===== config.mk =====
export PLATFORM = sky130hd
export DESIGN_NAME = terminal_cell_diff_encoder_flat
export DESIGN_NICKNAME = d
export VERILOG_FILES = /design/src/sv/tcde_pkg.sv /design/src/sv/tcde_cell_if.sv /design/src/sv/tcde_byte_if.sv /design/src/sv/tcde_front.sv /design/src/sv/tcde_color.sv /design/src/sv/tcde_queue.sv /design/src/sv/tcde_back.sv /design/src/sv/terminal_cell_diff_encoder.sv /design/src/flat_wrapper.sv
export SDC_FILE = /design/constraint.sdc
export NUM_CORES = 2
export LEC_CHECK = 0
export ABC_CLOCK_PERIOD_IN_PS = 45000
export BUFFER_PORTS_ARGS = -buffer_cell sky130_fd_sc_hd__clkbuf_2
export CAP_MARGIN = 20
export CORE_MARGIN = 1
export CORE_UTILIZATION = 61
export CTS_CLUSTER_DIAMETER = 150
export DETAILED_ROUTE_END_ITERATION = 16
export PLACE_DENSITY = 0.78
export SYNTH_ARGS = -nofsm -noshare
export SYNTH_HDL_FRONTEND = slang
export SYNTH_SLANG_ARGS = --single-unit

===== constraint.sdc =====
create_clock -name i_clk -period 45 [get_ports i_clk]
set_input_delay 6.75 -clock i_clk [delete_from_list [all_inputs] [get_ports i_clk]]
set_output_delay 6.75 -clock i_clk [all_outputs]
set_load 0.05 [all_outputs]

===== src/sv/tcde_pkg.sv =====
// Shared types, character codes and helper functions of the terminal cell-diff encoder.
// Used by every module of the block; depends on nothing.
`default_nettype none

package tcde_pkg;

    // Largest grid dimension; register values are saturated into 1..MAX_GRID_DIM.
    localparam logic [9:0] MAX_GRID_DIM = 10'd999;

    // Configuration register indexes and the width of the write data.
    localparam int unsigned CFG_W = 10;
    localparam logic [1:0] CFG_GRID_COLS = 2'd0;
    localparam logic [1:0] CFG_GRID_ROWS = 2'd1;
    localparam logic [1:0] CFG_TRUECOLOR = 2'd2;

    // Characters of the escape sequences.
    localparam logic [7:0] CH_ESC   = 8'h1B;
    localparam logic [7:0] CH_LBR   = 8'h5B;
    localparam logic [7:0] CH_SEMI  = 8'h3B;
    localparam logic [7:0] CH_ZERO  = 8'h30;
    localparam logic [7:0] CH_H     = 8'h48;
    localparam logic [7:0] CH_M     = 8'h6D;
    localparam logic [7:0] CH_QUEST = 8'h3F;

    // Code point limit and xterm palette bases.
    localparam logic [20:0] MAX_CODE_POINT = 21'h10FFFF;
    localparam logic [7:0]  CUBE_BASE      = 8'd16;
    localparam logic [7:0]  GREY_BASE      = 8'd232;

    typedef logic [3:0] t_digit;

    // Three decimal digits, hundreds first.
    typedef struct packed {
        t_digit h;
        t_digit t;
        t_digit o;
    } t_dec3;

    // Hundreds digit and the remainder below one hundred.
    typedef struct packed {
        t_digit     h;
        logic [6:0] r;
    } t_hund;

    // Tens and ones digits.
    typedef struct packed {
        t_digit t;
        t_digit o;
    } t_tens;

    // One damaged cell as decided by the front end.
    typedef struct packed {
        logic        cup;
        logic        sgr;
        logic [9:0]  row1;
        logic [9:0]  col1;
        logic [23:0] fg;
        logic [23:0] bg;
        logic [4:0]  attr;
        logic [20:0] glyph;
    } t_cell;

    // One command for the byte serializer, with every number already in decimal.
    // Channel index 2 is red, 1 green, 0 blue.
    typedef struct packed {
        logic            cup;
        logic            sgr;
        logic [4:0]      attr;
        logic [20:0]     glyph;
        t_dec3           row;
        t_dec3           col;
        t_dec3 [2:0]     fg_rgb;
        t_dec3 [2:0]     bg_rgb;
        t_dec3           fg_idx;
        t_dec3           bg_idx;
    } t_cmd;

    // Level of the xterm color cube for a cube index.
    function automatic logic [7:0] cube_level(input logic [2:0] idx);
        logic [7:0] lv;
        unique case (idx)
            3'd0:    lv = 8'd0;
            3'd1:    lv = 8'd95;
            3'd2:    lv = 8'd135;
            3'd3:    lv = 8'd175;
            3'd4:    lv = 8'd215;
            default: lv = 8'd255;
        endcase
        return lv;
    endfunction

    // Nearest cube index of a channel; a tie goes to the lower level.
    function automatic logic [2:0] nearest_level(input logic [7:0] v);
        logic [2:0] idx;
        if (v < 8'd48)       idx = 3'd0;
        else if (v < 8'd116) idx = 3'd1;
        else if (v < 8'd156) idx = 3'd2;
        else if (v < 8'd196) idx = 3'd3;
        else if (v < 8'd236) idx = 3'd4;
        else                 idx = 3'd5;
        return idx;
    endfunction

    function automatic logic [7:0] abs_diff(input logic [7:0] a, input logic [7:0] b);
        return (a > b) ? (a - b) : (b - a);
    endfunction

    // Hundreds split of a value below one thousand, by parallel compares.
    function automatic t_hund dec_hund(input logic [9:0] v);
        t_hund res;
        logic [9:0] thr;
        res.h = '0;
        res.r = v[6:0];
        for (int k = 1; k <= 9; k++) begin
            thr = 10'(100 * k);
            if (v >= thr) begin
                res.h = t_digit'(k);
                res.r = 7'(v - thr);
            end
        end
        return res;
    endfunction

    // Tens and ones of a value below one hundred.
    function automatic t_tens dec_tens(input logic [6:0] v);
        t_tens res;
        logic [6:0] thr;
        res.t = '0;
        res.o = v[3:0];
        for (int k = 1; k <= 9; k++) begin
            thr = 7'(10 * k);
            if (v >= thr) begin
                res.t = t_digit'(k);
                res.o = 4'(v - thr);
            end
        end
        return res;
    endfunction

endpackage

`default_nettype wire


===== src/sv/tcde_cell_if.sv =====
// Input channel of the encoder: one front/back cell pair per beat.
// Standalone; no package needed.
`default_nettype none

interface tcde_cell_if;
    logic        valid;
    logic        ready;
    logic        frame_start;
    logic [20:0] back_glyph;
    logic [23:0] back_fg;
    logic [23:0] back_bg;
    logic [4:0]  back_attr;
    logic [20:0] front_glyph;
    logic [23:0] front_fg;
    logic [23:0] front_bg;
    logic [4:0]  front_attr;

    modport source (
        output valid, frame_start, back_glyph, back_fg, back_bg, back_attr,
        output front_glyph, front_fg, front_bg, front_attr,
        input  ready
    );
    modport sink (
        input  valid, frame_start, back_glyph, back_fg, back_bg, back_attr,
        input  front_glyph, front_fg, front_bg, front_attr,
        output ready
    );
endinterface

`default_nettype wire


===== src/sv/tcde_byte_if.sv =====
// Output channel of the encoder: one byte of the terminal stream per beat.
// Standalone; no package needed.
`default_nettype none

interface tcde_byte_if;
    logic       valid;
    logic       ready;
    logic [7:0] out_byte;
    logic       run_last;

    modport source (output valid, out_byte, run_last, input ready);
    modport sink   (input valid, out_byte, run_last, output ready);
endinterface

`default_nettype wire


===== src/sv/tcde_front.sv =====
// Front end: accepts cell beats, tracks grid position and pen, and passes damaged cells on.
// Depends on tcde_pkg and tcde_cell_if.
`default_nettype none

module tcde_front (
    input  logic            i_clk,
    input  logic            i_rst_n,
    input  logic [9:0]      i_grid_cols,
    input  logic [9:0]      i_grid_rows,
    input  logic            i_en,
    tcde_cell_if.sink       i_cell,
    output logic            o_valid,
    output tcde_pkg::t_cell o_cell
);
    import tcde_pkg::*;

    logic [9:0]  r_col, n_col;
    logic [9:0]  r_row, n_row;
    logic        r_prev_dmg, n_prev_dmg;
    logic        r_pen_valid, n_pen_valid;
    logic        r_done, n_done;
    logic [23:0] r_pen_fg, n_pen_fg;
    logic [23:0] r_pen_bg, n_pen_bg;
    logic [4:0]  r_pen_attr, n_pen_attr;
    logic        r_valid, n_valid;
    t_cell       r_cell, n_cell;

    logic [9:0]  cols, rows;
    logic        accept, damaged;

    // Grid size saturated into its legal range.
    always_comb begin
        cols = (i_grid_cols == '0) ? 10'd1 :
               (i_grid_cols > MAX_GRID_DIM) ? MAX_GRID_DIM : i_grid_cols;
        rows = (i_grid_rows == '0) ? 10'd1 :
               (i_grid_rows > MAX_GRID_DIM) ? MAX_GRID_DIM : i_grid_rows;
    end

    assign accept      = i_cell.valid && i_en;
    assign i_cell.ready = i_en;

    assign damaged = (i_cell.back_glyph != i_cell.front_glyph) ||
                     (i_cell.back_fg != i_cell.front_fg) ||
                     (i_cell.back_bg != i_cell.front_bg) ||
                     (i_cell.back_attr != i_cell.front_attr);

    // Position, pen and damage decision for one accepted beat.
    always_comb begin
        n_col       = r_col;
        n_row       = r_row;
        n_prev_dmg  = r_prev_dmg;
        n_pen_valid = r_pen_valid;
        n_done      = r_done;
        n_pen_fg    = r_pen_fg;
        n_pen_bg    = r_pen_bg;
        n_pen_attr  = r_pen_attr;
        n_valid     = 1'b0;
        n_cell      = r_cell;
        if (accept) begin
            if (i_cell.frame_start) begin
                n_col       = '0;
                n_row       = '0;
                n_prev_dmg  = 1'b0;
                n_pen_valid = 1'b0;
                n_done      = 1'b0;
            end
            if (!n_done) begin
                if (n_col >= cols) begin
                    n_col      = '0;
                    n_row      = n_row + 10'd1;
                    n_prev_dmg = 1'b0;
                end
                if (n_row >= rows) begin
                    n_done = 1'b1;
                end else begin
                    n_cell.cup   = !n_prev_dmg;
                    n_cell.sgr   = !n_pen_valid || (n_pen_fg != i_cell.back_fg) ||
                                   (n_pen_bg != i_cell.back_bg) ||
                                   (n_pen_attr != i_cell.back_attr);
                    n_cell.row1  = n_row + 10'd1;
                    n_cell.col1  = n_col + 10'd1;
                    n_cell.fg    = i_cell.back_fg;
                    n_cell.bg    = i_cell.back_bg;
                    n_cell.attr  = i_cell.back_attr;
                    n_cell.glyph = i_cell.back_glyph;
                    n_valid      = damaged;
                    if (damaged && n_cell.sgr) begin
                        n_pen_fg    = i_cell.back_fg;
                        n_pen_bg    = i_cell.back_bg;
                        n_pen_attr  = i_cell.back_attr;
                        n_pen_valid = 1'b1;
                    end
                    n_prev_dmg = damaged;
                    n_col      = n_col + 10'd1;
                    if (n_col >= cols) begin
                        n_col      = '0;
                        n_prev_dmg = 1'b0;
                        n_row      = n_row + 10'd1;
                        if (n_row >= rows) begin
                            n_done = 1'b1;
                        end
                    end
                end
            end
        end
    end

    // State registers; the output stage moves only with the pipeline enable.
    always_ff @(posedge i_clk) begin
        if (!i_rst_n) begin
            r_col       <= '0;
            r_row       <= '0;
            r_prev_dmg  <= 1'b0;
            r_pen_valid <= 1'b0;
            r_done      <= 1'b1;
            r_valid     <= 1'b0;
        end else begin
            r_col       <= n_col;
            r_row       <= n_row;
            r_prev_dmg  <= n_prev_dmg;
            r_pen_valid <= n_pen_valid;
            r_done      <= n_done;
            if (i_en) begin
                r_valid <= n_valid;
            end
        end
    end

    always_ff @(posedge i_clk) begin
        r_pen_fg   <= n_pen_fg;
        r_pen_bg   <= n_pen_bg;
        r_pen_attr <= n_pen_attr;
        if (i_en) begin
            r_cell <= n_cell;
        end
    end

    assign o_valid = r_valid;
    assign o_cell  = r_cell;

endmodule

`default_nettype wire


===== src/sv/tcde_color.sv =====
// Number pipeline: xterm-256 palette indices and decimal digits for one damaged cell.
// Depends on tcde_pkg.
`default_nettype none

module tcde_color (
    input  logic            i_clk,
    input  logic            i_rst_n,
    input  logic            i_en,
    input  logic            i_valid,
    input  tcde_pkg::t_cell i_cell,
    output logic            o_valid,
    output tcde_pkg::t_cmd  o_cmd
);
    import tcde_pkg::*;

    // Channels as [color][channel]: color 0 foreground, channel 2 red.
    typedef logic [1:0][2:0][7:0] t_chan;

    t_chan ch0, ch2, ch3;

    // Stage 1: cube levels, channel average, hundreds digits.
    logic                       r_v1;
    t_cell                      r_c1;
    logic [1:0][2:0][2:0]       r_lv1, n_lv1;
    logic [1:0][7:0]            r_avg1, n_avg1;
    t_hund [1:0][2:0]           r_chh1, n_chh1;
    t_hund                      r_rowh1, r_colh1;
    logic [1:0][9:0]            sum1;
    logic [1:0][21:0]           prod1;

    // Stage 2: cube distances per channel, grey step, final channel digits.
    logic                       r_v2;
    t_cell                      r_c2;
    logic [1:0][2:0][2:0]       r_lv2;
    logic [1:0][2:0][7:0]       r_dc2, n_dc2;
    logic [1:0][4:0]            r_step2, n_step2;
    t_dec3 [1:0][2:0]           r_chd2, n_chd2;
    t_dec3                      r_row2, r_col2, n_row2, n_col2;
    logic [1:0][15:0]           sprod2;

    // Stage 3: cube squared distance and grey channel distances.
    logic                       r_v3;
    t_cell                      r_c3;
    logic [1:0][2:0][2:0]       r_lv3;
    logic [1:0][4:0]            r_step3;
    t_dec3 [1:0][2:0]           r_chd3;
    t_dec3                      r_row3, r_col3;
    logic [1:0][17:0]           r_cd3, n_cd3;
    logic [1:0][2:0][7:0]       r_gd3, n_gd3;
    logic [1:0][7:0]            gv3;

    // Stage 4: palette index.
    logic                       r_v4;
    t_cell                      r_c4;
    t_dec3 [1:0][2:0]           r_chd4;
    t_dec3                      r_row4, r_col4;
    logic [1:0][7:0]            r_idx4, n_idx4;
    logic [1:0][17:0]           gdd4;

    // Stage 5: hundreds of the index.
    logic                       r_v5;
    t_cell                      r_c5;
    t_dec3 [1:0][2:0]           r_chd5;
    t_dec3                      r_row5, r_col5;
    t_hund [1:0]                r_idxh5;

    // Stage 6: finished command.
    logic                       r_v6;
    t_cmd                       r_cmd6, n_cmd6;

    assign ch0 = {i_cell.bg, i_cell.fg};
    assign ch2 = {r_c1.bg, r_c1.fg};
    assign ch3 = {r_c2.bg, r_c2.fg};

    // Stage 1 logic: average by a reciprocal multiply, exact for sums up to 765.
    always_comb begin
        for (int c = 0; c < 2; c++) begin
            for (int k = 0; k < 3; k++) begin
                n_lv1[c][k]  = nearest_level(ch0[c][k]);
                n_chh1[c][k] = dec_hund({2'b00, ch0[c][k]});
            end
            sum1[c]   = 10'(ch0[c][0]) + 10'(ch0[c][1]) + 10'(ch0[c][2]);
            prod1[c]  = 22'(sum1[c]) * 22'd2731;
            n_avg1[c] = prod1[c][20:13];
        end
    end

    // Stage 2 logic: grey step is (avg - 3) / 10 by reciprocal, capped at 23.
    always_comb begin
        for (int c = 0; c < 2; c++) begin
            for (int k = 0; k < 3; k++) begin
                n_dc2[c][k]    = abs_diff(ch2[c][k], cube_level(r_lv1[c][k]));
                n_chd2[c][k].h = r_chh1[c][k].h;
                {n_chd2[c][k].t, n_chd2[c][k].o} = dec_tens(r_chh1[c][k].r);
            end
            sprod2[c] = 16'(r_avg1[c] - 8'd3) * 16'd205;
            if (r_avg1[c] < 8'd3) begin
                n_step2[c] = '0;
            end else if (sprod2[c][15:11] > 5'd23) begin
                n_step2[c] = 5'd23;
            end else begin
                n_step2[c] = sprod2[c][15:11];
            end
        end
        n_row2.h = r_rowh1.h;
        {n_row2.t, n_row2.o} = dec_tens(r_rowh1.r);
        n_col2.h = r_colh1.h;
        {n_col2.t, n_col2.o} = dec_tens(r_colh1.r);
    end

    // Stage 3 logic: squared cube distance, grey level distances.
    always_comb begin
        for (int c = 0; c < 2; c++) begin
            n_cd3[c] = 18'(16'(r_dc2[c][0]) * 16'(r_dc2[c][0])) +
                       18'(16'(r_dc2[c][1]) * 16'(r_dc2[c][1])) +
                       18'(16'(r_dc2[c][2]) * 16'(r_dc2[c][2]));
            gv3[c]   = 8'(r_step2[c]) * 8'd10 + 8'd8;
            for (int k = 0; k < 3; k++) begin
                n_gd3[c][k] = abs_diff(ch3[c][k], gv3[c]);
            end
        end
    end

    // Stage 4 logic: the grey ramp wins only when strictly nearer.
    always_comb begin
        for (int c = 0; c < 2; c++) begin
            gdd4[c] = 18'(16'(r_gd3[c][0]) * 16'(r_gd3[c][0])) +
                      18'(16'(r_gd3[c][1]) * 16'(r_gd3[c][1])) +
                      18'(16'(r_gd3[c][2]) * 16'(r_gd3[c][2]));
            if (gdd4[c] < r_cd3[c]) begin
                n_idx4[c] = GREY_BASE + 8'(r_step3[c]);
            end else begin
                n_idx4[c] = CUBE_BASE + 8'(r_lv3[c][2]) * 8'd36 +
                            8'(r_lv3[c][1]) * 8'd6 + 8'(r_lv3[c][0]);
            end
        end
    end

    // Stage 6 logic: assemble the command.
    always_comb begin
        n_cmd6.cup    = r_c5.cup;
        n_cmd6.sgr    = r_c5.sgr;
        n_cmd6.attr   = r_c5.attr;
        n_cmd6.glyph  = r_c5.glyph;
        n_cmd6.row    = r_row5;
        n_cmd6.col    = r_col5;
        n_cmd6.fg_rgb = r_chd5[0];
        n_cmd6.bg_rgb = r_chd5[1];
        n_cmd6.fg_idx.h = r_idxh5[0].h;
        {n_cmd6.fg_idx.t, n_cmd6.fg_idx.o} = dec_tens(r_idxh5[0].r);
        n_cmd6.bg_idx.h = r_idxh5[1].h;
        {n_cmd6.bg_idx.t, n_cmd6.bg_idx.o} = dec_tens(r_idxh5[1].r);
    end

    // Stage valid bits.
    always_ff @(posedge i_clk) begin
        if (!i_rst_n) begin
            r_v1 <= 1'b0;
            r_v2 <= 1'b0;
            r_v3 <= 1'b0;
            r_v4 <= 1'b0;
            r_v5 <= 1'b0;
            r_v6 <= 1'b0;
        end else if (i_en) begin
            r_v1 <= i_valid;
            r_v2 <= r_v1;
            r_v3 <= r_v2;
            r_v4 <= r_v3;
            r_v5 <= r_v4;
            r_v6 <= r_v5;
        end
    end

    // Stage payloads.
    always_ff @(posedge i_clk) begin
        if (i_en) begin
            r_c1    <= i_cell;
            r_lv1   <= n_lv1;
            r_avg1  <= n_avg1;
            r_chh1  <= n_chh1;
            r_rowh1 <= dec_hund(i_cell.row1);
            r_colh1 <= dec_hund(i_cell.col1);

            r_c2    <= r_c1;
            r_lv2   <= r_lv1;
            r_dc2   <= n_dc2;
            r_step2 <= n_step2;
            r_chd2  <= n_chd2;
            r_row2  <= n_row2;
            r_col2  <= n_col2;

            r_c3    <= r_c2;
            r_lv3   <= r_lv2;
            r_step3 <= r_step2;
            r_chd3  <= r_chd2;
            r_row3  <= r_row2;
            r_col3  <= r_col2;
            r_cd3   <= n_cd3;
            r_gd3   <= n_gd3;

            r_c4    <= r_c3;
            r_chd4  <= r_chd3;
            r_row4  <= r_row3;
            r_col4  <= r_col3;
            r_idx4  <= n_idx4;

            r_c5       <= r_c4;
            r_chd5     <= r_chd4;
            r_row5     <= r_row4;
            r_col5     <= r_col4;
            r_idxh5[0] <= dec_hund({2'b00, r_idx4[0]});
            r_idxh5[1] <= dec_hund({2'b00, r_idx4[1]});

            r_cmd6 <= n_cmd6;
        end
    end

    assign o_valid = r_v6;
    assign o_cmd   = r_cmd6;

endmodule

`default_nettype wire


===== src/sv/tcde_queue.sv =====
// Small command queue between the number pipeline and the byte serializer.
// Depends on tcde_pkg.
`default_nettype none

module tcde_queue #(
    parameter int DEPTH = 4
) (
    input  logic           i_clk,
    input  logic           i_rst_n,
    input  logic           i_push,
    input  tcde_pkg::t_cmd i_data,
    input  logic           i_pop,
    output logic           o_full,
    output logic           o_valid,
    output tcde_pkg::t_cmd o_data
);
    import tcde_pkg::*;

    localparam int PW = (DEPTH > 1) ? $clog2(DEPTH) : 1;
    localparam int CW = $clog2(DEPTH + 1);
    localparam logic [PW-1:0] LAST = PW'(DEPTH - 1);
    localparam logic [CW-1:0] FULL = CW'(DEPTH);

    t_cmd            r_mem [DEPTH];
    logic [PW-1:0]   r_wr, r_rd;
    logic [CW-1:0]   r_cnt;

    assign o_full  = (r_cnt == FULL);
    assign o_valid = (r_cnt != '0);
    assign o_data  = r_mem[r_rd];

    // Pointers and fill count.
    always_ff @(posedge i_clk) begin
        if (!i_rst_n) begin
            r_wr  <= '0;
            r_rd  <= '0;
            r_cnt <= '0;
        end else begin
            if (i_push) begin
                r_wr <= (r_wr == LAST) ? '0 : r_wr + PW'(1);
            end
            if (i_pop) begin
                r_rd <= (r_rd == LAST) ? '0 : r_rd + PW'(1);
            end
            if (i_push && !i_pop) begin
                r_cnt <= r_cnt + CW'(1);
            end else if (!i_push && i_pop) begin
                r_cnt <= r_cnt - CW'(1);
            end
        end
    end

    // Entry storage.
    always_ff @(posedge i_clk) begin
        if (i_push) begin
            r_mem[r_wr] <= i_data;
        end
    end

    // A push never lands on a full queue.
    a_no_overflow: assert property (@(posedge i_clk) disable iff (!i_rst_n)
        i_push |-> !o_full) else $error("queue push while full");

    // A pop only takes an entry that is there.
    a_no_underflow: assert property (@(posedge i_clk) disable iff (!i_rst_n)
        i_pop |-> o_valid) else $error("queue pop while empty");

endmodule

`default_nettype wire


===== src/sv/tcde_back.sv =====
// Back end: turns one command into escape bytes and the UTF-8 glyph, one beat per ready cycle.
// Depends on tcde_pkg and tcde_byte_if.
`default_nettype none

module tcde_back (
    input  logic           i_clk,
    input  logic           i_rst_n,
    input  logic           i_truecolor,
    input  logic           i_cmd_valid,
    input  tcde_pkg::t_cmd i_cmd,
    output logic           o_pop,
    tcde_byte_if.source    o_out
);
    import tcde_pkg::*;

    // Byte slots of one command; a slot is sent when its pending bit is set.
    localparam int NTOK      = 62;
    localparam int TOK_CUP   = 0;   // ESC [ row ; col H
    localparam int TOK_ROW   = 2;
    localparam int TOK_COL   = 6;
    localparam int TOK_HCMD  = 9;
    localparam int TOK_SGR   = 10;  // ESC [ 0
    localparam int TOK_ATTR  = 13;  // pairs of ; and code
    localparam int TOK_FGPRE = 23;  // ; 3 8 ; 2|5 ;
    localparam int TOK_FGN0  = 29;
    localparam int TOK_BGPRE = 40;
    localparam int TOK_BGN0  = 46;
    localparam int TOK_MCMD  = 57;
    localparam int TOK_GLY   = 58;

    typedef logic [NTOK-1:0] t_mask;

    t_cmd                 r_cmd;
    t_mask                r_pend, n_pend;
    logic [NTOK-1:0][7:0] tok;
    t_mask                load_mask;
    logic [5:0]           sel;
    logic                 out_acc, last, load;
    logic [1:0]           gl_len;
    logic [7:0]           mode_ch;

    // Digit enables with leading zeros dropped: bit 0 hundreds, bit 2 ones.
    function automatic logic [2:0] num_en(input t_dec3 d);
        return {1'b1, (d.h != '0) || (d.t != '0), d.h != '0};
    endfunction

    function automatic logic [7:0] dig(input t_digit d);
        return CH_ZERO + 8'(d);
    endfunction

    // UTF-8 length minus one; code points beyond the range take a single '?'.
    function automatic logic [1:0] utf8_len(input logic [20:0] c);
        logic [1:0] n;
        if (c < 21'h80)                 n = 2'd0;
        else if (c < 21'h800)           n = 2'd1;
        else if (c < 21'h10000)         n = 2'd2;
        else if (c <= MAX_CODE_POINT)   n = 2'd3;
        else                            n = 2'd0;
        return n;
    endfunction

    // Slots that a new command will send.
    always_comb begin
        load_mask = '0;
        if (i_cmd.cup) begin
            load_mask[TOK_CUP]     = 1'b1;
            load_mask[TOK_CUP + 1] = 1'b1;
            load_mask[TOK_ROW +: 3] = num_en(i_cmd.row);
            load_mask[TOK_ROW + 3] = 1'b1;
            load_mask[TOK_COL +: 3] = num_en(i_cmd.col);
            load_mask[TOK_HCMD]    = 1'b1;
        end
        if (i_cmd.sgr) begin
            load_mask[TOK_SGR +: 3] = 3'b111;
            for (int a = 0; a < 5; a++) begin
                load_mask[TOK_ATTR + 2 * a +: 2] = {2{i_cmd.attr[a]}};
            end
            load_mask[TOK_FGPRE +: 6] = 6'h3F;
            load_mask[TOK_BGPRE +: 6] = 6'h3F;
            load_mask[TOK_MCMD]       = 1'b1;
            if (i_truecolor) begin
                load_mask[TOK_FGN0 +: 3]     = num_en(i_cmd.fg_rgb[2]);
                load_mask[TOK_FGN0 + 3]      = 1'b1;
                load_mask[TOK_FGN0 + 4 +: 3] = num_en(i_cmd.fg_rgb[1]);
                load_mask[TOK_FGN0 + 7]      = 1'b1;
                load_mask[TOK_FGN0 + 8 +: 3] = num_en(i_cmd.fg_rgb[0]);
                load_mask[TOK_BGN0 +: 3]     = num_en(i_cmd.bg_rgb[2]);
                load_mask[TOK_BGN0 + 3]      = 1'b1;
                load_mask[TOK_BGN0 + 4 +: 3] = num_en(i_cmd.bg_rgb[1]);
                load_mask[TOK_BGN0 + 7]      = 1'b1;
                load_mask[TOK_BGN0 + 8 +: 3] = num_en(i_cmd.bg_rgb[0]);
            end else begin
                load_mask[TOK_FGN0 +: 3] = num_en(i_cmd.fg_idx);
                load_mask[TOK_BGN0 +: 3] = num_en(i_cmd.bg_idx);
            end
        end
        unique case (utf8_len(i_cmd.glyph))
            2'd0:    load_mask[TOK_GLY +: 4] = 4'b0001;
            2'd1:    load_mask[TOK_GLY +: 4] = 4'b0011;
            2'd2:    load_mask[TOK_GLY +: 4] = 4'b0111;
            default: load_mask[TOK_GLY +: 4] = 4'b1111;
        endcase
    end

    assign gl_len  = utf8_len(r_cmd.glyph);
    assign mode_ch = i_truecolor ? 8'h32 : 8'h35;

    // Byte value of every slot for the held command.
    always_comb begin
        tok = '0;
        tok[TOK_CUP]      = CH_ESC;
        tok[TOK_CUP + 1]  = CH_LBR;
        tok[TOK_ROW]      = dig(r_cmd.row.h);
        tok[TOK_ROW + 1]  = dig(r_cmd.row.t);
        tok[TOK_ROW + 2]  = dig(r_cmd.row.o);
        tok[TOK_ROW + 3]  = CH_SEMI;
        tok[TOK_COL]      = dig(r_cmd.col.h);
        tok[TOK_COL + 1]  = dig(r_cmd.col.t);
        tok[TOK_COL + 2]  = dig(r_cmd.col.o);
        tok[TOK_HCMD]     = CH_H;
        tok[TOK_SGR]      = CH_ESC;
        tok[TOK_SGR + 1]  = CH_LBR;
        tok[TOK_SGR + 2]  = CH_ZERO;
        for (int a = 0; a < 5; a++) begin
            tok[TOK_ATTR + 2 * a] = CH_SEMI;
        end
        tok[TOK_ATTR + 1] = 8'h31;
        tok[TOK_ATTR + 3] = 8'h32;
        tok[TOK_ATTR + 5] = 8'h33;
        tok[TOK_ATTR + 7] = 8'h34;
        tok[TOK_ATTR + 9] = 8'h37;
        tok[TOK_FGPRE]     = CH_SEMI;
        tok[TOK_FGPRE + 1] = 8'h33;
        tok[TOK_FGPRE + 2] = 8'h38;
        tok[TOK_FGPRE + 3] = CH_SEMI;
        tok[TOK_FGPRE + 4] = mode_ch;
        tok[TOK_FGPRE + 5] = CH_SEMI;
        tok[TOK_BGPRE]     = CH_SEMI;
        tok[TOK_BGPRE + 1] = 8'h34;
        tok[TOK_BGPRE + 2] = 8'h38;
        tok[TOK_BGPRE + 3] = CH_SEMI;
        tok[TOK_BGPRE + 4] = mode_ch;
        tok[TOK_BGPRE + 5] = CH_SEMI;
        for (int k = 0; k < 3; k++) begin
            tok[TOK_FGN0 + 4 * k]     = dig(i_truecolor ? r_cmd.fg_rgb[2 - k].h : r_cmd.fg_idx.h);
            tok[TOK_FGN0 + 4 * k + 1] = dig(i_truecolor ? r_cmd.fg_rgb[2 - k].t : r_cmd.fg_idx.t);
            tok[TOK_FGN0 + 4 * k + 2] = dig(i_truecolor ? r_cmd.fg_rgb[2 - k].o : r_cmd.fg_idx.o);
            tok[TOK_BGN0 + 4 * k]     = dig(i_truecolor ? r_cmd.bg_rgb[2 - k].h : r_cmd.bg_idx.h);
            tok[TOK_BGN0 + 4 * k + 1] = dig(i_truecolor ? r_cmd.bg_rgb[2 - k].t : r_cmd.bg_idx.t);
            tok[TOK_BGN0 + 4 * k + 2] = dig(i_truecolor ? r_cmd.bg_rgb[2 - k].o : r_cmd.bg_idx.o);
        end
        tok[TOK_FGN0 + 3]  = CH_SEMI;
        tok[TOK_FGN0 + 7]  = CH_SEMI;
        tok[TOK_BGN0 + 3]  = CH_SEMI;
        tok[TOK_BGN0 + 7]  = CH_SEMI;
        tok[TOK_MCMD]      = CH_M;

        // UTF-8 lead and continuation bytes.
        unique case (gl_len)
            2'd0: begin
                tok[TOK_GLY] = (r_cmd.glyph < 21'h80) ? {1'b0, r_cmd.glyph[6:0]} : CH_QUEST;
            end
            2'd1: begin
                tok[TOK_GLY]     = {3'b110, r_cmd.glyph[10:6]};
                tok[TOK_GLY + 1] = {2'b10, r_cmd.glyph[5:0]};
            end
            2'd2: begin
                tok[TOK_GLY]     = {4'b1110, r_cmd.glyph[15:12]};
                tok[TOK_GLY + 1] = {2'b10, r_cmd.glyph[11:6]};
                tok[TOK_GLY + 2] = {2'b10, r_cmd.glyph[5:0]};
            end
            default: begin
                tok[TOK_GLY]     = {5'b11110, r_cmd.glyph[20:18]};
                tok[TOK_GLY + 1] = {2'b10, r_cmd.glyph[17:12]};
                tok[TOK_GLY + 2] = {2'b10, r_cmd.glyph[11:6]};
                tok[TOK_GLY + 3] = {2'b10, r_cmd.glyph[5:0]};
            end
        endcase
    end

    // Lowest pending slot goes out next.
    always_comb begin
        sel = '0;
        for (int i = NTOK - 1; i >= 0; i--) begin
            if (r_pend[i]) begin
                sel = 6'(i);
            end
        end
    end

    assign last    = ((r_pend & (r_pend - t_mask'(1))) == '0);
    assign out_acc = o_out.valid && o_out.ready;
    assign load    = i_cmd_valid && ((r_pend == '0) || (out_acc && last));
    assign o_pop   = load;

    always_comb begin
        n_pend = r_pend;
        if (out_acc) begin
            n_pend = r_pend & ~(t_mask'(1) << sel);
        end
        if (load) begin
            n_pend = load_mask;
        end
    end

    always_ff @(posedge i_clk) begin
        if (!i_rst_n) begin
            r_pend <= '0;
        end else begin
            r_pend <= n_pend;
        end
    end

    always_ff @(posedge i_clk) begin
        if (load) begin
            r_cmd <= i_cmd;
        end
    end

    assign o_out.valid    = (r_pend != '0);
    assign o_out.out_byte = tok[sel];
    assign o_out.run_last = last;

    // Once the last beat of a cell goes out with nothing waiting, the channel goes quiet.
    a_quiet_after_last: assert property (@(posedge i_clk) disable iff (!i_rst_n)
        (out_acc && last && !load) |=> !o_out.valid) else $error("bytes after run end");

    // Every command taken sends a glyph.
    a_glyph_sent: assert property (@(posedge i_clk) disable iff (!i_rst_n)
        load |=> r_pend[TOK_GLY]) else $error("command without glyph");

endmodule

`default_nettype wire


===== src/sv/terminal_cell_diff_encoder.sv =====
// Terminal cell-diff encoder. Takes one front/back cell pair per beat and emits the
// escape bytes that repaint the changed cells, one byte per beat. A clean cell
// causes no bytes; a damaged cell causes 1 to 62 bytes, and the one-byte output
// channel, sending one byte a cycle while the sink is ready, sets the sustained rate.
// Damaged cells pass a seven-stage classify and number pipeline (palette index and
// decimal digits) into a command queue, so input keeps flowing while bytes go out.
// Configuration is written through a plain write port and must only change while
// the block is idle.
`default_nettype none

module terminal_cell_diff_encoder #(
    parameter int QUEUE_DEPTH = 4
) (
    input  logic                       i_clk,
    input  logic                       i_rst_n,
    input  logic                       i_cfg_we,
    input  logic [1:0]                 i_cfg_idx,
    input  logic [tcde_pkg::CFG_W-1:0] i_cfg_data,
    tcde_cell_if.sink                  i_cell,
    tcde_byte_if.source                o_out
);
    import tcde_pkg::*;

    logic [9:0] r_grid_cols;
    logic [9:0] r_grid_rows;
    logic       r_truecolor;

    logic  en, front_valid, color_valid, q_full, q_valid, q_pop, q_push;
    t_cell front_cell;
    t_cmd  color_cmd, q_cmd;

    // Configuration registers; an unknown index is ignored.
    always_ff @(posedge i_clk) begin
        if (!i_rst_n) begin
            r_grid_cols <= 10'd80;
            r_grid_rows <= 10'd24;
            r_truecolor <= 1'b1;
        end else if (i_cfg_we) begin
            unique case (i_cfg_idx)
                CFG_GRID_COLS: r_grid_cols <= i_cfg_data[9:0];
                CFG_GRID_ROWS: r_grid_rows <= i_cfg_data[9:0];
                CFG_TRUECOLOR: r_truecolor <= i_cfg_data[0];
                default: ;
            endcase
        end
    end

    // The front pipeline holds while its finished command cannot enter the queue.
    assign en     = !(color_valid && q_full);
    assign q_push = color_valid && !q_full;

    tcde_front u_front (
        .i_clk       (i_clk),
        .i_rst_n     (i_rst_n),
        .i_grid_cols (r_grid_cols),
        .i_grid_rows (r_grid_rows),
        .i_en        (en),
        .i_cell      (i_cell),
        .o_valid     (front_valid),
        .o_cell      (front_cell)
    );

    tcde_color u_color (
        .i_clk   (i_clk),
        .i_rst_n (i_rst_n),
        .i_en    (en),
        .i_valid (front_valid),
        .i_cell  (front_cell),
        .o_valid (color_valid),
        .o_cmd   (color_cmd)
    );

    tcde_queue #(
        .DEPTH (QUEUE_DEPTH)
    ) u_queue (
        .i_clk   (i_clk),
        .i_rst_n (i_rst_n),
        .i_push  (q_push),
        .i_data  (color_cmd),
        .i_pop   (q_pop),
        .o_full  (q_full),
        .o_valid (q_valid),
        .o_data  (q_cmd)
    );

    tcde_back u_back (
        .i_clk       (i_clk),
        .i_rst_n     (i_rst_n),
        .i_truecolor (r_truecolor),
        .i_cmd_valid (q_valid),
        .i_cmd       (q_cmd),
        .o_pop       (q_pop),
        .o_out       (o_out)
    );

endmodule

`default_nettype wire

===== src/flat_wrapper.sv =====
// flat-port wrapper written by rule: the top's interface ports become plain ports
module terminal_cell_diff_encoder_flat import tcde_pkg::*;
#(
    parameter int QUEUE_DEPTH = 4
)
  (i_clk, i_rst_n, i_cfg_we, i_cfg_idx, i_cfg_data, i_cell_valid, i_cell_frame_start, i_cell_back_glyph, i_cell_back_fg, i_cell_back_bg, i_cell_back_attr, i_cell_front_glyph, i_cell_front_fg, i_cell_front_bg, i_cell_front_attr, i_cell_ready, o_out_valid, o_out_out_byte, o_out_run_last, o_out_ready);
  tcde_cell_if i_cell_i ();
  tcde_byte_if o_out_i ();
  input  logic i_clk;
  input  logic i_rst_n;
  input  logic i_cfg_we;
  input  logic [1:0] i_cfg_idx;
  input  logic [tcde_pkg::CFG_W-1:0] i_cfg_data;
  input wire logic [$bits(i_cell_i.valid)-1:0] i_cell_valid;
  input wire logic [$bits(i_cell_i.frame_start)-1:0] i_cell_frame_start;
  input wire logic [$bits(i_cell_i.back_glyph)-1:0] i_cell_back_glyph;
  input wire logic [$bits(i_cell_i.back_fg)-1:0] i_cell_back_fg;
  input wire logic [$bits(i_cell_i.back_bg)-1:0] i_cell_back_bg;
  input wire logic [$bits(i_cell_i.back_attr)-1:0] i_cell_back_attr;
  input wire logic [$bits(i_cell_i.front_glyph)-1:0] i_cell_front_glyph;
  input wire logic [$bits(i_cell_i.front_fg)-1:0] i_cell_front_fg;
  input wire logic [$bits(i_cell_i.front_bg)-1:0] i_cell_front_bg;
  input wire logic [$bits(i_cell_i.front_attr)-1:0] i_cell_front_attr;
  output wire logic [$bits(i_cell_i.ready)-1:0] i_cell_ready;
  output wire logic [$bits(o_out_i.valid)-1:0] o_out_valid;
  output wire logic [$bits(o_out_i.out_byte)-1:0] o_out_out_byte;
  output wire logic [$bits(o_out_i.run_last)-1:0] o_out_run_last;
  input wire logic [$bits(o_out_i.ready)-1:0] o_out_ready;
  assign i_cell_i.valid = i_cell_valid;
  assign i_cell_i.frame_start = i_cell_frame_start;
  assign i_cell_i.back_glyph = i_cell_back_glyph;
  assign i_cell_i.back_fg = i_cell_back_fg;
  assign i_cell_i.back_bg = i_cell_back_bg;
  assign i_cell_i.back_attr = i_cell_back_attr;
  assign i_cell_i.front_glyph = i_cell_front_glyph;
  assign i_cell_i.front_fg = i_cell_front_fg;
  assign i_cell_i.front_bg = i_cell_front_bg;
  assign i_cell_i.front_attr = i_cell_front_attr;
  assign i_cell_ready = i_cell_i.ready;
  assign o_out_valid = o_out_i.valid;
  assign o_out_out_byte = o_out_i.out_byte;
  assign o_out_run_last = o_out_i.run_last;
  assign o_out_i.ready = o_out_ready;
  terminal_cell_diff_encoder #(.QUEUE_DEPTH(QUEUE_DEPTH)) u_core (.i_clk(i_clk), .i_rst_n(i_rst_n), .i_cfg_we(i_cfg_we), .i_cfg_idx(i_cfg_idx), .i_cfg_data(i_cfg_data), .i_cell(i_cell_i), .o_out(o_out_i));
endmodule

Yosys cells after proc, flatten, opt, wreduce, memory -nomap -nowiden
Memory sizes are Yosys's and may differ from the RTL's. A register that Yosys moved wholly into a read port is not among the register bits.
Cells that the tools add are included.
{ "word_totals": {"regBits": 1526, "ramBits": 592, "in_bits": 166, "output_inout_bits": 11, "wordCells": 1268, "n_memories": 1} }
{ "memory_table": {"columns": ["memory", "words", "word_bits", "rd", "rd_ports_with_merged_regs", "wr", "line_no", "text"], "rows": [
  ["u_core.u_queue.r_mem", 4, 148, 1, 1, 1, "tcde_queue.sv:24", "t_cmd r_mem [DEPTH];"]
]} }
{ "classes": {"n_addsub": 220, "mul": 22, "order_cmp": 203, "eq_ne": 40, "n_shift": 1, "mux": 340, "bitwise": 6, "reduce_logical": 118} }
{ "op_table": {"columns": ["op", "count"], "rows": [
  ["2-to-1 mux 8 bit", 106],
  ["2-to-1 mux 6 bit", 62],
  ["one-hot mux 8 bit (5 select lines)", 6],
  ["subtractor 7 bit (second input constant)", 32],
  ["greater-or-equal comparator 7 x 6 -> 1 bit (second input constant)", 30],
  ["greater-or-equal comparator 7 bit (second input constant)", 30],
  ["2-to-1 mux 10 bit", 21],
  ["subtractor 4 bit (second input constant)", 50],
  ["multiplier 8 x 8 -> 16 bit", 12],
  ["subtractor 8 bit", 24],
  ["adder 6 x 4 -> 7 bit (first input constant)", 24],
  ["greater-or-equal comparator 8 x 10 -> 1 bit (second input constant)", 16],
  ["less-than comparator 8 bit (second input constant)", 18],
  ["greater-or-equal comparator 7 x 5 -> 1 bit (second input constant)", 20],
  ["2-to-1 mux 11 bit", 12],
  ["bitwise AND 62 bit", 2],
  ["zero test 62 bit", 2],
  ["2-to-1 mux 62 bit", 2],
  ["2-to-1 mux 4 bit", 28],
  ["2-to-1 mux 5 bit", 22],
  ["subtractor 7 x 6 -> 7 bit (second input constant)", 14],
  ["> comparator 8 bit", 12],
  ["!= test 24 bit", 4],
  ["greater-or-equal comparator 10 bit (second input constant)", 8],
  ["77 further kinds", 393]
]} }

Depth between registers and ports, before layout
{ "logic_depth": {"depth_word": 67, "ltp_mapped": 31, "mapped_depth_nobuf": 29} }

Modules after synthesis
A second synthesis with hierarchy kept.
{ "unflattened": {"cells_unflattened": 9888, "hier_area_um2": 122872.8} }
{ "by_module_without_submodules": {"columns": ["mod", "n_inst", "cells_per_inst", "area_each_um2", "seq_area_each_um2"], "rows": [
  ["tcde_color", 1, 7089, 80023.0, 30509.3],
  ["tcde_queue", 1, 817, 21933.5, 17957.2],
  ["tcde_back", 1, 1157, 11105.7, 5475.3],
  ["tcde_front", 1, 738, 8958.6, 4954.8],
  ["terminal_cell_diff_encoder", 1, 87, 852.1, 420.4]
]} }

Worst setup path after synthesis
No wires, ideal clock.
{ "synth_timing": {"path_kind": "register to register", "startpoint": "register u_core.u_queue.r_cnt[0]", "endpoint": "register u_core.u_color.r_c1, in the netlist u_core.u_color.ch2[0], enable pin", "setup_time_ps": 7920, "arrival_ps": 19472, "required_ps": 37080, "slack_ps": 17608, "path_stages_with_launch": 5, "path_buffers": 1, "period_less_slack_ps": 27392, "path_cell_list": "dfxtp_1 nor2_1 and3_1 clkbuf_1 clkinv_1"} }
{ "synth_between": {"elab_chain_cells": 2} }
{ "synth_lines": {"columns": ["element", "line_no", "text"], "rows": [
  ["from (decl)", "tcde_queue.sv:26", "logic [CW-1:0] r_cnt;"],
  ["from (signal assigned)", "tcde_queue.sv:46", "r_cnt <= r_cnt + CW'(1);"],
  ["from (signal assigned)", "tcde_queue.sv:48", "r_cnt <= r_cnt - CW'(1);"],
  ["equality test 3 bit", "tcde_queue.sv:28", "assign o_full = (r_cnt == FULL);"],
  ["logical AND 1 bit", "terminal_cell_diff_encoder.sv:49", "assign en = !(color_valid && q_full);"],
  ["to (signal assigned)", "tcde_color.sv:177", "r_c1 <= i_cell;"],
  ["to (decl)", "tcde_color.sv:23", "t_cell r_c1;"]
]} }
No other way between the ends.
A chain may end at the register's enable or synchronous reset.

Worst setup path in the final report
{ "layout_timing": {"startpoint": "register u_core.u_back.r_pend[57]", "endpoint": "output o_out_out_byte[1]"} }
{ "layout_between": {"elab_chain_cells": 60} }
{ "layout_lines": {"columns": ["element", "line_no", "text"], "rows": [
  ["from (decl)", "tcde_back.sv:34", "t_mask r_pend, n_pend;"],
  ["from (signal assigned)", "tcde_back.sv:210", "r_pend <= n_pend;"],
  ["2-to-1 mux 6 bit (58 in series)", "tcde_back.sv:185", "if (r_pend[i]) begin"],
  ["binary-select mux 8 bit (select 6 bit)", "tcde_back.sv:221", "assign o_out.out_byte = tok[sel];"],
  ["2-to-1 mux 8 bit (not written as such)", "tcde_back.sv:221", null],
  ["to (decl)", "flat_wrapper.sv:26", "output wire logic [$bits(o_out_i.out_byte)-1:0] o_out_out_byte;"]
]} }
No other way between the ends. The select of a mux whose other input is x is not followed.

==> flow_summary.yaml <==
run_status:
  outcome: "finished, final reports clean"
die:
  rows: 160
  die_y_um: 440
  ioPinCount: 177
  floorplan.initialDensity_pct: 61.5
  chipWidth_um: 440
  core_area_sq_mm: 0.190
  dieArea_sq_mm: 0.194
setup_path:
  critPathMaxFanout: 46
  rr_startpoint: "u_core.u_color.r_chd3[0]$_DFFE_PN_"
  crit_path_frequent_cell: "sky130_fd_sc_hd__nor2_1"
  crit_start: "u_core.u_back.r_pend[57]$_SDFFE_PN0P_"
  critical_path.startpoint_type: "flop"
  worst_ep_arrival_time_ps: 6110
  reg2reg_to: "u_core.u_color.r_idx4[3]$_DFFE_PN_"
  path_cells: "nor2_1 -> a221o_1 -> a211o_1 -> a211oi_1 -> o221a_2 -> buf_4 -> inv_2 -> ha_1 -> nand2_1 -> nor2_1 -> a311oi_1 -> a22oi_1 -> o211ai_1 -> clkbuf_2"
  reg2reg_setup_slack_ps: 36260
  critical_path.endpoint_type: "output pin"
  path_class: "flop to output pin"
  cpMaxStageDelayCell: "sky130_fd_sc_hd__a211oi_1"
  reg2reg_depth: 24
  timing.critical_path.slowest_cell_delay_ps: 770
  critical_path_required_ps: 38250
flow_run:
  max_cap_viol_count: 0
yosys:
  ys_warn_count: 0
  synth_top_cell_by_area: "sky130_fd_sc_hd__edfxtp_1"
  yosysMostFrequentCell: "sky130_fd_sc_hd__edfxtp_1"
  sequential_area_share_after_synthesis_pct: 48.6
  synth.cell_area_sq_mm: 0.117
  postSynthRegisterBits: 1936
  synth_top_cell_area_share_pct: 46.5
  synthFlopType: "sky130_fd_sc_hd__edfxtp_1"
  postSynth.asyncResetShare_pct: 0
  net_count_of_the_mapped_netlist: 11200
  number_of_cells_produced_by_synthesis: 9339
  post_synth.cell_area_avg_sq_um: 12.5
  largest_cells_by_area_after_synthesis: "sky130_fd_sc_hd__edfxtp_1 47%, sky130_fd_sc_hd__fa_1 11%, sky130_fd_sc_hd__ha_1 11%"
  synth_enable_flop_cells: 1814
  synth.cells.most_frequent: "1814 x sky130_fd_sc_hd__edfxtp_1, 1223 x sky130_fd_sc_hd__inv_1, 984 x sky130_fd_sc_hd__ha_1, 666 x sky130_fd_sc_hd__fa_1, 461 x sky130_fd_sc_hd__nand2_1"
  synthDistinctLibCells: 97
hold_path:
  hold-path-endpoint: "u_core.u_color.r_chd2[32]$_DFFE_PN_"
  timing.hold.worst_path_depth: 0
  worstHoldPathType: "flop to flop"
  min-delay-start: "u_core.u_color.n_chd2[32]$_SDFFCE_PN0N_"
sta:
  slew_headroom_pct: 23.2
  slew_violations: 0
  number_of_endpoints_failing_setup_at_the_final_stage: 0
  final-hold-violation-count: 0
  rsz0062_at_grt: "false"
  max_clock_freq_mhz: 77.8
  worst_slew_pin_slew_ps: 1140
  fin_hold_ws_ps: 363
  fin_crit_ps: 12860
  final_min_period_over_clock_period_pct: 28.6
  finClkSkew_ps: 64.4
  tns_ps: 0
clock_network:
  worst_skew_pair.late_latency_ps: 890
  cts_setup_buffers: 0
  clock_sinks: 1936
  cts_max_level: 4
  clk_root_buffer_cell: "sky130_fd_sc_hd__clkbuf_16"
  cts-root-to-sink-buffers: 3
  tritoncts: "done"
  post_cts_resize_count: 0
  number_of_cts_inserted_buffers: 194
  clk_transition_reported_paths_ps: 70
  hold_buffers: 0
global_routing:
  pin_count_of_the_biggest_net_entering_global_routing: 191
  globalRouteOverflowTotal: 0
  grtUsageTotal_pct: 29.4
  antenna_found_initial: 10
  grt_first_pass_wirelength_mm: 433
  number_of_global_route_vias_before_repair: 74200
routing:
  first_pass_iters: 8
  vias_per_cell: 6.04
  detail_route.wirelength_mm: 281
  postRouteAntennaNets: 0
  route.detailed.drc: 0
  drt_iter0_drc: 6738
  num_vias: 73600
  wl_per_cell_um: 23.1
cells_and_area:
  fraction_of_final_layout_cells_with_drive_strength_greater_than_1_pct: 8.45
  final_nets: 11300
  n_fill_cell: 13400
  flow.area_growth_from_synthesis_pct: 8.53
place:
  portBuffers: 176
  last_weighted_congestion_value_of_the_routability_driven_placer: 0.973
  place.detailed.hpwl_mm: 205
[per-stage QoR]
stage	instance area [sq um]	instances	util [%]	setup slack, ps
2_1_floorplan	117000	9339	-	17610
3_3_place_gp	120000	11800	63.3	32090
3_5_place_dp	120000	11800	63.3	32180
4_1_cts	127000	12200	66.7	32230
5_1_grt	127000	12200	66.7	32040
6_report	127000	12200	66.7	32140
[final cells by class]
type | count | area (sq um) | share of cell area [%]
tap | 2511 | 3140 | 2.47
sequential | 1936 | 56900 | 44.8
timing repair buffer | 220 | 1290 | 1.02
antenna | 6 | 15.0 | 0.0118
clock inverter | 116 | 1420 | 1.11
multi-input combinational | 5920 | 54600 | 42.9
inverter | 1227 | 4620 | 3.63
clock buffer | 243 | 5110 | 4.02
[worst max path at each step]
| stage | to | depth (start not counted) |
|---|---|---|
| final | o_out_out_byte[1] | 14 |
| after global routing | o_out_out_byte[1] | 14 |
| after CTS | o_out_out_byte[0] | 12 |
| after detailed placement | u_core.u_front.o_cell[39]$_DFFE_PP_ | 18 |
| after global placement | u_core.u_front.o_cell[39]$_DFFE_PP_ | 18 |
| after floorplan | u_core.u_color.ch2[0]$_DFFE_PN_ | 4 |
[layout by cell type (no fill, tap or decap), drive strengths merged, types with 45 or more instances in the layout]
master  instances
edfxtp       1814
inv          1237
ha            984
fa            666
nand2         462
nor2          452
a21oi         421
clkbuf        419
o21ai         371
and2          287
xnor2         260
xor2          165
mux4          131
mux2i         128
a21o          123
dfxtp         122
nor3          114
nand3         102
nor2b         100
nor4           81
nand4          73
clkinv         67
a211oi         65
mux2           63
o31ai          57
a31oi          54
o21a           53
nand2b         49
o22ai          47
o21bai         46
or3            45
[kinds of logic after synthesis]
logic type      after synthesis  share of synthesized area [%]
compound gates             1619                           9.02
xor+xnor                    425                           3.18
fa+ha+maj                  1651                           21.9
buf+inv                    1483                           4.83
flops                      1936                           48.6
mux                         322                           4.22
simple gates               1903                           8.24
[routing by layer]
layer  GRT usage, %  vias up  routed length (um)  share of wire [%]
li1               -    33500                   -                  -
met1           40.6    36700              119000                 42
met2           47.0     2759              133000                 47
met3           4.66      544               19000                6.7
met4           11.2        2               10900                3.9
met5              0        -                  17             0.0060
[sequential cells by signal, indices dropped and copies added (netlist names), 28 cells and up, named ones only]
register,flops
u_core.u_queue.r_mem,528
u_core.u_color.o_cmd,132
u_core.u_back.r_cmd,125
u_core.u_color.n_cmd6,116
u_core.u_front.o_cell,96
u_core.u_back.r_pend,62
u_core.u_color.r_chd3,60
u_core.u_color.r_chd4,60
u_core.u_color.r_chd2,54
u_core.u_color.ch2,48
u_core.u_color.ch3,48
u_core.u_color.r_dc2,48
u_core.u_color.r_gd3,42
u_core.u_color.r_cd3,36
u_core.u_color.r_chh1,30
u_core.u_color.r_c1,28
u_core.u_color.r_c2,28
u_core.u_color.r_c3,28
u_core.u_color.r_c4,28
[worst max-delay path: cells and delay by family, from the launching register on]
kind | cells | cell delay [ps]
and+or+nand+nor | 3 | 490
DFF | 1 | 470
AOI/OAI and AO/OA | 7 | 2460
buffers and inverters | 3 | 1250
adders and majority gates | 1 | 460
Power is not shown: default switching activity piles up to over one toggle a cycle in this logic, so the estimate is an artifact.
